### src/hdl/lprd_pkg.sv
`timescale 1ns / 1ps
`default_nettype none

package lprd_pkg;

  typedef enum logic [1:0] {
    KIND_ARG_BYTE  = 2'd0,
    KIND_EMPTY_ARG = 2'd1,
    KIND_COMPLETE  = 2'd2,
    KIND_ERROR     = 2'd3
  } kind_e;

  typedef enum logic [2:0] {
    ERR_TOO_LONG   = 3'd0,
    ERR_SHORT_BODY = 3'd1,
    ERR_TOO_MANY   = 3'd2,
    ERR_OVERRUN    = 3'd3,
    ERR_TRAILING   = 3'd4
  } err_e;

  // configuration register indexes
  localparam logic CfgMaxFrame = 1'b0;
  localparam logic CfgMaxArgs  = 1'b1;

  localparam int FrameW = 13;
  localparam int ArgW   = 11;

  localparam logic [FrameW-1:0] MaxFrameReset = 13'd4096;
  localparam logic [ArgW-1:0]   MaxArgsReset  = 11'd1024;

  // result queue: one request yields up to two results
  localparam int ResDepth = 4;

  typedef struct packed {
    logic [7:0] stream_byte;
    logic       new_connection;
  } req_t;

  typedef struct packed {
    kind_e       kind;
    logic [9:0]  argument_index;
    logic [7:0]  payload_byte;
    logic        last_in_argument;
    logic [10:0] argument_count;
    err_e        error_code;
    logic        last_of_run;
  } res_t;

  typedef struct packed {
    logic [1:0] num;
    res_t       r0;
    res_t       r1;
  } res_pair_t;

endpackage

`default_nettype wire

### src/hdl/lprd_parser.sv
`timescale 1ns / 1ps
`default_nettype none

module lprd_parser (
  input  wire logic                          clk_i,
  input  wire logic                          rst_ni,
  input  wire logic                          take_i,
  input  wire lprd_pkg::req_t                req_i,
  input  wire logic [lprd_pkg::FrameW-1:0]   lim_frame_i,
  input  wire logic [lprd_pkg::ArgW-1:0]     lim_args_i,
  output lprd_pkg::res_pair_t                res_o
);
  import lprd_pkg::*;

  localparam logic [2:0] PhLength = 3'd0;
  localparam logic [2:0] PhCount  = 3'd1;
  localparam logic [2:0] PhArglen = 3'd2;
  localparam logic [2:0] PhData   = 3'd3;
  localparam logic [2:0] PhHalt   = 3'd4;

  logic [2:0]        ph_q, ph_d, s_ph;
  logic [1:0]        cnt_q, cnt_d, s_cnt;
  logic [23:0]       sh_q, sh_d, s_sh;
  logic [FrameW-1:0] fl_q, fl_d, s_fl;
  logic [FrameW-1:0] bp_q, bp_d, s_bp;
  logic [ArgW-1:0]   ar_q, ar_d, s_ar;
  logic [ArgW-1:0]   cur_q, cur_d, s_cur;
  logic [FrameW-1:0] abl_q, abl_d, s_abl;

  logic [31:0]       v;
  logic              hdr_done;
  logic              do_next;
  logic              prim_v, sec_v;
  res_t              prim, sec;
  logic [FrameW-1:0] room_left;

  always_comb begin
    // new connection clears parse state before the byte is used
    if (req_i.new_connection) begin
      s_ph  = PhLength;
      s_cnt = '0;
      s_sh  = '0;
      s_fl  = '0;
      s_bp  = '0;
      s_ar  = '0;
      s_cur = '0;
      s_abl = '0;
    end else begin
      s_ph  = ph_q;
      s_cnt = cnt_q;
      s_sh  = sh_q;
      s_fl  = fl_q;
      s_bp  = bp_q;
      s_ar  = ar_q;
      s_cur = cur_q;
      s_abl = abl_q;
    end

    ph_d   = s_ph;
    cnt_d  = s_cnt;
    sh_d   = s_sh;
    fl_d   = s_fl;
    bp_d   = s_bp;
    ar_d   = s_ar;
    cur_d  = s_cur;
    abl_d  = s_abl;
    do_next = 1'b0;
    prim_v = 1'b0;
    prim   = '0;
    sec_v  = 1'b0;
    sec    = '0;
    room_left = '0;

    v        = {req_i.stream_byte, s_sh};
    hdr_done = (s_cnt == 2'd3);

    // little-endian header collection, shared by the three header phases
    if (s_ph == PhLength || s_ph == PhCount || s_ph == PhArglen) begin
      cnt_d = s_cnt + 2'd1;
      case (s_cnt)
        2'd0:    sh_d[7:0]   = req_i.stream_byte;
        2'd1:    sh_d[15:8]  = req_i.stream_byte;
        2'd2:    sh_d[23:16] = req_i.stream_byte;
        default: sh_d        = s_sh;
      endcase
    end

    unique case (s_ph)
      PhLength: begin
        if (hdr_done) begin
          if (v > {19'd0, lim_frame_i}) begin
            prim_v = 1'b1;
            prim.kind = KIND_ERROR;
            prim.error_code = ERR_TOO_LONG;
            ph_d = PhHalt;
          end else if (v < 32'd4) begin
            prim_v = 1'b1;
            prim.kind = KIND_ERROR;
            prim.error_code = ERR_SHORT_BODY;
            ph_d = PhHalt;
          end else begin
            fl_d = v[FrameW-1:0];
            bp_d = '0;
            ph_d = PhCount;
          end
        end
      end
      PhCount: begin
        bp_d = s_bp + 1'b1;
        if (hdr_done) begin
          if (v > {21'd0, lim_args_i}) begin
            prim_v = 1'b1;
            prim.kind = KIND_ERROR;
            prim.error_code = ERR_TOO_MANY;
            ph_d = PhHalt;
          end else begin
            ar_d  = v[ArgW-1:0];
            cur_d = '0;
            do_next = 1'b1;
          end
        end
      end
      PhArglen: begin
        bp_d = s_bp + 1'b1;
        if (hdr_done) begin
          if (v > {19'd0, s_fl - bp_d}) begin
            prim_v = 1'b1;
            prim.kind = KIND_ERROR;
            prim.error_code = ERR_OVERRUN;
            ph_d = PhHalt;
          end else if (v == 32'd0) begin
            prim_v = 1'b1;
            prim.kind = KIND_EMPTY_ARG;
            prim.argument_index = s_cur[9:0];
            cur_d = s_cur + 1'b1;
            ar_d  = s_ar - 1'b1;
            do_next = 1'b1;
          end else begin
            abl_d = v[FrameW-1:0];
            ph_d  = PhData;
          end
        end
      end
      PhData: begin
        bp_d  = s_bp + 1'b1;
        abl_d = s_abl - 1'b1;
        prim_v = 1'b1;
        prim.kind = KIND_ARG_BYTE;
        prim.argument_index = s_cur[9:0];
        prim.payload_byte = req_i.stream_byte;
        prim.last_in_argument = (abl_d == '0);
        if (abl_d == '0) begin
          cur_d = s_cur + 1'b1;
          ar_d  = s_ar - 1'b1;
          do_next = 1'b1;
        end
      end
      default: begin
        // halted: the byte is dropped
      end
    endcase

    // what follows the count or the end of an argument
    if (do_next) begin
      room_left = fl_d - bp_d;
      if (ar_d == '0) begin
        sec_v = 1'b1;
        if (bp_d == fl_d) begin
          sec.kind = KIND_COMPLETE;
          sec.argument_count = cur_d;
          ph_d  = PhLength;
          cnt_d = '0;
          sh_d  = '0;
          fl_d  = '0;
          bp_d  = '0;
          ar_d  = '0;
          cur_d = '0;
          abl_d = '0;
        end else begin
          sec.kind = KIND_ERROR;
          sec.error_code = ERR_TRAILING;
          ph_d = PhHalt;
        end
      end else if (room_left < 13'd4) begin
        sec_v = 1'b1;
        sec.kind = KIND_ERROR;
        sec.error_code = ERR_OVERRUN;
        ph_d = PhHalt;
      end else begin
        ph_d = PhArglen;
      end
    end

    res_o = '0;
    if (prim_v) begin
      res_o.r0 = prim;
      res_o.r1 = sec;
      res_o.num = sec_v ? 2'd2 : 2'd1;
      if (sec_v) begin
        res_o.r1.last_of_run = 1'b1;
      end else begin
        res_o.r0.last_of_run = 1'b1;
      end
    end else if (sec_v) begin
      res_o.r0 = sec;
      res_o.r0.last_of_run = 1'b1;
      res_o.num = 2'd1;
    end
    if (!take_i) begin
      res_o.num = 2'd0;
    end
  end

  always_ff @(posedge clk_i or negedge rst_ni) begin
    if (!rst_ni) begin
      ph_q  <= PhLength;
      cnt_q <= '0;
      sh_q  <= '0;
      fl_q  <= '0;
      bp_q  <= '0;
      ar_q  <= '0;
      cur_q <= '0;
      abl_q <= '0;
    end else if (take_i) begin
      ph_q  <= ph_d;
      cnt_q <= cnt_d;
      sh_q  <= sh_d;
      fl_q  <= fl_d;
      bp_q  <= bp_d;
      ar_q  <= ar_d;
      cur_q <= cur_d;
      abl_q <= abl_d;
    end
  end

endmodule

`default_nettype wire

### src/hdl/lprd_res_fifo.sv
`timescale 1ns / 1ps
`default_nettype none

module lprd_res_fifo (
  input  wire logic                clk_i,
  input  wire logic                rst_ni,
  input  wire lprd_pkg::res_pair_t push_i,
  output logic                     room_o,
  output logic                     out_valid_o,
  input  wire logic                out_stall_i,
  output lprd_pkg::res_t           out_res_o,
  output logic [$clog2(lprd_pkg::ResDepth):0] count_o
);
  import lprd_pkg::*;

  localparam int PtrW = $clog2(ResDepth);

  res_t            mem [ResDepth];
  logic [PtrW-1:0] wr_q, wr_d, rd_q, rd_d;
  logic [PtrW:0]   cnt_q, cnt_d;
  logic            pop;

  assign pop         = (cnt_q != '0) && !out_stall_i;
  assign out_valid_o = (cnt_q != '0);
  assign out_res_o   = mem[rd_q];
  // room for a full pair of results
  assign room_o      = (cnt_q <= (PtrW+1)'(ResDepth - 2));
  assign count_o     = cnt_q;

  always_comb begin
    wr_d  = wr_q + PtrW'(push_i.num);
    rd_d  = rd_q + PtrW'(pop);
    cnt_d = cnt_q + (PtrW+1)'(push_i.num) - (PtrW+1)'(pop);
  end

  always_ff @(posedge clk_i) begin
    if (push_i.num != 2'd0) begin
      mem[wr_q] <= push_i.r0;
    end
    if (push_i.num == 2'd2) begin
      mem[wr_q + 1'b1] <= push_i.r1;
    end
  end

  always_ff @(posedge clk_i or negedge rst_ni) begin
    if (!rst_ni) begin
      wr_q  <= '0;
      rd_q  <= '0;
      cnt_q <= '0;
    end else begin
      wr_q  <= wr_d;
      rd_q  <= rd_d;
      cnt_q <= cnt_d;
    end
  end

endmodule

`default_nettype wire

### src/hdl/length_prefixed_request_deframer.sv
// channel  | handshake                  | payload
// ---------+----------------------------+---------------------------
// in       | in_valid_i / in_stall_o    | in_req_i  (req_t)
// out      | out_valid_o / out_stall_i  | out_res_o (res_t)
// config   | cfg_we_i                   | cfg_idx_i, cfg_wdata_i
//
// A request is registered on entry and parsed from that register once the
// queue has room; its 0 to 2 results land in a 4-entry result queue and
// reach the output from there. One request per cycle is taken while the
// queue has room for two results; sustained rate is set by the output side
// at one result per cycle while out_stall_i is low. Reset clears parse state
// and the queue and loads the limit registers with 4096 and 1024.
`timescale 1ns / 1ps
`default_nettype none

module length_prefixed_request_deframer #(
  parameter int MAX_FRAME_BYTES = 4096,
  parameter int MAX_ARGUMENTS   = 1024
) (
  input  wire logic                        clk_i,
  input  wire logic                        rst_ni,
  input  wire logic                        in_valid_i,
  output logic                             in_stall_o,
  input  wire lprd_pkg::req_t              in_req_i,
  output logic                             out_valid_o,
  input  wire logic                        out_stall_i,
  output lprd_pkg::res_t                   out_res_o,
  input  wire logic                        cfg_we_i,
  input  wire logic                        cfg_idx_i,
  input  wire logic [lprd_pkg::FrameW-1:0] cfg_wdata_i
);
  import lprd_pkg::*;

  localparam logic [16:0] MaxFrameK = 17'(MAX_FRAME_BYTES);
  localparam logic [12:0] MaxArgsK  = 13'(MAX_ARGUMENTS);

  logic [FrameW-1:0] max_frame_q;
  logic [ArgW-1:0]   max_args_q;
  logic [FrameW-1:0] lim_frame;
  logic [ArgW-1:0]   lim_args;

  logic      in_valid_q;
  req_t      in_req_q;
  logic      room;
  logic      take;
  res_pair_t pair;
  logic [$clog2(ResDepth):0] fifo_count;

  assign lim_frame = ({4'd0, max_frame_q} < MaxFrameK) ? max_frame_q
                                                       : MaxFrameK[FrameW-1:0];
  assign lim_args  = ({2'd0, max_args_q} < MaxArgsK) ? max_args_q
                                                     : MaxArgsK[ArgW-1:0];

  assign take       = in_valid_q && room;
  assign in_stall_o = in_valid_q && !room;

  always_ff @(posedge clk_i or negedge rst_ni) begin
    if (!rst_ni) begin
      max_frame_q <= MaxFrameReset;
      max_args_q  <= MaxArgsReset;
    end else if (cfg_we_i) begin
      unique case (cfg_idx_i)
        CfgMaxFrame: max_frame_q <= cfg_wdata_i;
        CfgMaxArgs:  max_args_q  <= cfg_wdata_i[ArgW-1:0];
        default:     max_frame_q <= max_frame_q;
      endcase
    end
  end

  always_ff @(posedge clk_i or negedge rst_ni) begin
    if (!rst_ni) begin
      in_valid_q <= 1'b0;
    end else if (!in_stall_o) begin
      in_valid_q <= in_valid_i;
    end
  end

  always_ff @(posedge clk_i) begin
    if (!in_stall_o && in_valid_i) begin
      in_req_q <= in_req_i;
    end
  end

  lprd_parser u_parser (
    .clk_i       (clk_i),
    .rst_ni      (rst_ni),
    .take_i      (take),
    .req_i       (in_req_q),
    .lim_frame_i (lim_frame),
    .lim_args_i  (lim_args),
    .res_o       (pair)
  );

  lprd_res_fifo u_fifo (
    .clk_i       (clk_i),
    .rst_ni      (rst_ni),
    .push_i      (pair),
    .room_o      (room),
    .out_valid_o (out_valid_o),
    .out_stall_i (out_stall_i),
    .out_res_o   (out_res_o),
    .count_o     (fifo_count)
  );

  a_fifo_bound: assert property (@(posedge clk_i) disable iff (!rst_ni)
    fifo_count <= ($clog2(ResDepth)+1)'(ResDepth))
    else $error("result queue overfilled");

  a_push_needs_room: assert property (@(posedge clk_i) disable iff (!rst_ni)
    (pair.num != 2'd0) |-> room)
    else $error("results pushed without queue room");

  a_held_request_kept: assert property (@(posedge clk_i) disable iff (!rst_ni)
    in_stall_o |=> in_valid_q)
    else $error("stalled request lost from input register");

  a_pair_has_last: assert property (@(posedge clk_i) disable iff (!rst_ni)
    (pair.num == 2'd2) |-> (pair.r1.last_of_run && !pair.r0.last_of_run))
    else $error("last_of_run misplaced in result pair");

endmodule

`default_nettype wire
### config.mk
export PLATFORM = sky130hd
export DESIGN_NAME = length_prefixed_request_deframer
export DESIGN_NICKNAME = d
export VERILOG_FILES = /design/src/hdl/lprd_pkg.sv /design/src/hdl/lprd_parser.sv /design/src/hdl/lprd_res_fifo.sv /design/src/hdl/length_prefixed_request_deframer.sv
export SDC_FILE = /design/constraint.sdc
export NUM_CORES = 1
export LEC_CHECK = 0
export BUFFER_PORTS_ARGS = -buffer_cell sky130_fd_sc_hd__buf_2
export CORE_ASPECT_RATIO = 1.75
export CORE_MARGIN = 5
export CORE_UTILIZATION = 35
export DETAILED_ROUTE_END_ITERATION = 16
export SLEW_MARGIN = 20
export SYNTH_ARGS = -nofsm -noshare
export SYNTH_HDL_FRONTEND = slang
export SYNTH_SLANG_ARGS = --single-unit
### constraint.sdc
create_clock -name clk_i -period 13.4 [get_ports clk_i]
set_clock_uncertainty 0.2 [all_clocks]
set_input_delay 2.68 -clock clk_i [delete_from_list [all_inputs] [get_ports clk_i]]
set_output_delay 2.68 -clock clk_i [all_outputs]
set_load 0.01 [all_outputs]
==> results_dict.tcl <==
set metrics [dict create \
    number_of_nets_still_failing_antenna_checks_after_routing 0 \
    outcome "finished clean" \
    slowest_stage "sky130_fd_sc_hd__edfxtp_1" \
    clock-root-buffer "sky130_fd_sc_hd__clkbuf_16" \
    final.setup.tns_ns 0 \
    finalCoreUtilization_pct 39.6 \
    synthesis.area_per_instance_um2 9.64 \
    yosys.area.top_type_share_pct 19.1 \
    maxcap_violations 0 \
    finalHoldViolations 0 \
    synth_area_um2 15700 \
    dr.pass1.iters 5 \
    detailedRoute.firstIterationViolations 1208 \
    vias_in_the_first_global_route 13600 \
    maxSlewHeadroom_pct 20.4 \
    regToRegSetupSlack_ns 2.80 \
    antenna_fix_cells 0 \
    maximum_frequency_from_static_timing_analysis_ghz 0.0944 \
    route.final.wire_length_mm 49.8 \
    critical_path.most_common_cell "sky130_fd_sc_hd__ha_1" \
    fillers 4421 \
    netSwitchingPower_mw 1.02 \
    dp_hpwl_mm 37.1 \
    post_route_cells_drive_above_1_share_pct 13.9 \
    postSynth.asyncResetShare_pct 44.4 \
    timing.hold.worst.class "reg -> reg" \
    power_report.internal_total_mw 1.73 \
    grt_overflow 0 \
    antenna_found_initial 0 \
    p_total_mw 2.76 \
    area_enclosed_by_the_die_boundary_um2 49500 \
    synthSimpleGateAreaFrac_pct 17.5 \
    cell_type_with_the_largest_total_area_after_synthesis "sky130_fd_sc_hd__dfrtp_1" \
    synth_xor_xnor_area_share_pct 2.45 \
    timing.final.crit_share_pct 79.1 \
    power-per-cell-area_nw_per_um2 157 \
    layout.cells.non_filler 2250 \
    clk_transition_reported_paths_ns 0.07 \
    pwr-share-clk_pct 30.2 \
    fp.dieH_um 290 \
    rsz0062_at_grt "no" \
    multiInputGateArea_um2 8310 \
    wire_per_inst_um 22.1 \
    routabilityCongestion 0.909 \
    yosys.area_share.adder_pct 6.11 \
    max_stage_delay_ns 0.94 \
    post-cts-setup-buffer-count 0 \
    final_period_minus_worst_setup_slack_ns 10.60 \
    yosysUniqueCellTypes 84 \
    synth_compound_gate_area_share_pct 18.6 \
    largest_net_degree_at_the_start_of_global_routing 65 \
    cts_max_path_buffers 3 \
    p_leak_nw 7.05 \
    drc_errors 0 \
    worstMarginPinSlew_ns 1.18 \
    path_max_fanout 25 \
    floorplan.core_area_um2 44400 \
    register_area_um2 6890 \
    postPlaceCellArea_um2 16600 \
    fraction_of_power_consumed_by_sequential_logic_pct 37.7 \
    critical_path.reg2reg.endpoint "u_fifo.mem[0][11]" \
    grt_pass1_wl_mm 77.1 \
    syn2layout_area_growth_pct 11.6 \
    vias 13200 \
    route.detailed.vias_per_inst 5.85 \
    cts-hold-fix-buffers 0 \
    design_area_um2 17600 \
    holdCritStartpoint "u_fifo.mem[1][18]" \
    numClockSinks 275 \
    register_bit_count_reported_by_yosys 275 \
    synth_top_family_by_area "compound AO/OA/AOI/OAI gates" \
    crit_path_end_kind "flip-flop" \
    setup.worst_path.class "reg -> reg" \
    post_cts_resize_count 0 \
    starting_utilization_of_the_core_area_pct 35.4 \
    num_rows 102 \
    cts_made_buffers 28 \
    power_switching_share_pct 37.1 \
    io_buffer_count 65 \
    pwr-share-comb_pct 32.1 \
    synth_top_flop_cell "sky130_fd_sc_hd__dfrtp_1" \
    report.final.setup_viol 0 \
    ir_drop_v 0.000115 \
    synth_enable_flop_cells 77 \
    clk-insertion-delay-late_ns 0.57 \
    setup_slack_ns 2.80 \
    h-tree-depth 1 \
    cp_data_arrival_time_ns 10.58 \
    worstPathRequired_ns 13.39 \
    total_nets_after_synthesis 1734 \
    fin_max_slew_vios 0 \
    rr_startpoint "in_req_q[0]" \
    yosysMostFrequentCell "sky130_fd_sc_hd__nand2_1" \
    width_of_the_die_um 170 \
    setup.worst_path.start_class "flip-flop" \
    whs_endpoint "u_fifo.mem[1][18]" \
    worst_hold_slack_ns 0.252 \
    final_nets 1758 \
    reg2regPathDepth 31 \
    global_route.usage.total_pct 19.7 \
    yosys-top-cells-count "229 x sky130_fd_sc_hd__nand2_1, 127 x sky130_fd_sc_hd__nor2_1, 120 x sky130_fd_sc_hd__dfrtp_1" \
    min_path_cells 2 \
    synth_area_leaders "sky130_fd_sc_hd__dfrtp_1 19%, sky130_fd_sc_hd__edfxtp_1 15%, sky130_fd_sc_hd__dfxtp_1 9.7%" \
    synth.yosys.seq_area_share_pct 43.8 \
    synth.yosys.warnings 0 \
    yosys-mux-area-fraction_pct 7.99 \
    pre_cts_ws_ns 3.08 \
    design.portCount 66 \
    synthCells 1632 \
    tritoncts "built" \
    dp.cells 2198 \
]
==> flip-flops by register name, indices dropped and copies added, names as in the netlist, 9 cells and up <==
| signal | count |
|---|---|
| u_parser.ar_q | 11 |
| max_args_q | 11 |
| u_parser.sh_q | 24 |
| u_fifo.mem | 144 |
| in_req_q | 9 |
| u_parser.cur_q | 11 |
| u_parser.abl_q | 13 |
| u_parser.fl_q | 13 |
| max_frame_q | 13 |
| u_parser.bp_q | 13 |
==> cell families after synthesis <==
family / count (synthesis)
AND/OR/NAND/NOR: 586
AO/OA/AOI/OAI: 432
flip-flops: 275
buffers and inverters: 142
multiplexers: 77
adder cells (fa/ha/maj): 76
XOR/XNOR: 44
==> area by class of cell <==
type	instances	area share [%]
multi-input cells	1215	47.3
flip-flops and latches	275	39.2
clock buffers	32	4.37
well taps	572	4.07
repair buffers	88	2.85
clock inverters	20	1.15
inverters	48	1.03
==> critical path: cells and delay by family (launching register included) <==
kind | cells | cell delay (ns)
XOR/XNOR | 2 | 0.36
AO/OA/AOI/OAI | 12 | 3.63
flip-flops | 1 | 0.94
buffers and inverters | 3 | 1.20
adder cells (fa/ha/maj) | 3 | 1.17
AND/OR/NAND/NOR | 11 | 2.64
==> worst max path at each step <==
stage	end	start	cells after the start
2_1_floorplan	u_fifo.mem[1][0]	in_req_q[0]	40
3_3_place_gp	u_fifo.mem[0][10]	in_req_q[0]	31
3_5_place_dp	u_fifo.mem[0][11]	in_req_q[0]	31
4_1_cts	u_fifo.mem[0][14]	in_req_q[0]	31
5_1_grt	u_fifo.mem[0][10]	in_req_q[0]	31
6_report	u_fifo.mem[0][11]	in_req_q[0]	31
==> cells in the final DEF, fill, tap and decap left out, types with 29 or more instances in the layout <==
cell / Yosys / routed
sky130_fd_sc_hd__nand2_1: 229 / 228
sky130_fd_sc_hd__nor2_1: 127 / 127
sky130_fd_sc_hd__dfrtp_1: 120 / 119
sky130_fd_sc_hd__o21ai_0: 115 / 115
sky130_fd_sc_hd__edfxtp_1: 77 / 77
sky130_fd_sc_hd__dfxtp_1: 76 / 76
sky130_fd_sc_hd__a21oi_1: 72 / 72
sky130_fd_sc_hd__ha_1: 72 / 72
sky130_fd_sc_hd__a22o_1: 69 / 69
sky130_fd_sc_hd__buf_2: 10 / 64
sky130_fd_sc_hd__o31ai_1: 47 / 47
sky130_fd_sc_hd__inv_1: 46 / 46
sky130_fd_sc_hd__nor2b_1: 45 / 45
sky130_fd_sc_hd__mux4_2: 36 / 36
sky130_fd_sc_hd__nor3_1: 35 / 35
sky130_fd_sc_hd__nand3_1: 31 / 31
sky130_fd_sc_hd__clkbuf_16: 0 / 30
sky130_fd_sc_hd__mux2_2: 29 / 29
==> per-layer routing <==
layer | GRT usage (%) | routed length, µm | part of all wire [%] | up-vias
met5 | 0 | 0 | 0 | -
met3 | 2.23 | 2180 | 4.4 | 170
met1 | 20.9 | 17700 | 36 | 6478
li1 | - | - | - | 6043
met4 | 10.4 | 2890 | 5.8 | 0
met2 | 37.2 | 27000 | 54 | 469
==> power groups by stage <==
stage               combinational [mW]  sequential [mW]  clock [mW]
CTS                              0.892             1.03       0.851
global placement                 0.876             1.05           0
floorplan                        0.633            0.991           0
global route                     0.968             1.05       0.882
finish                           0.886             1.04       0.832
detailed placement               0.888             1.05           0
Note: power is estimated with default switching activity, not from simulation.
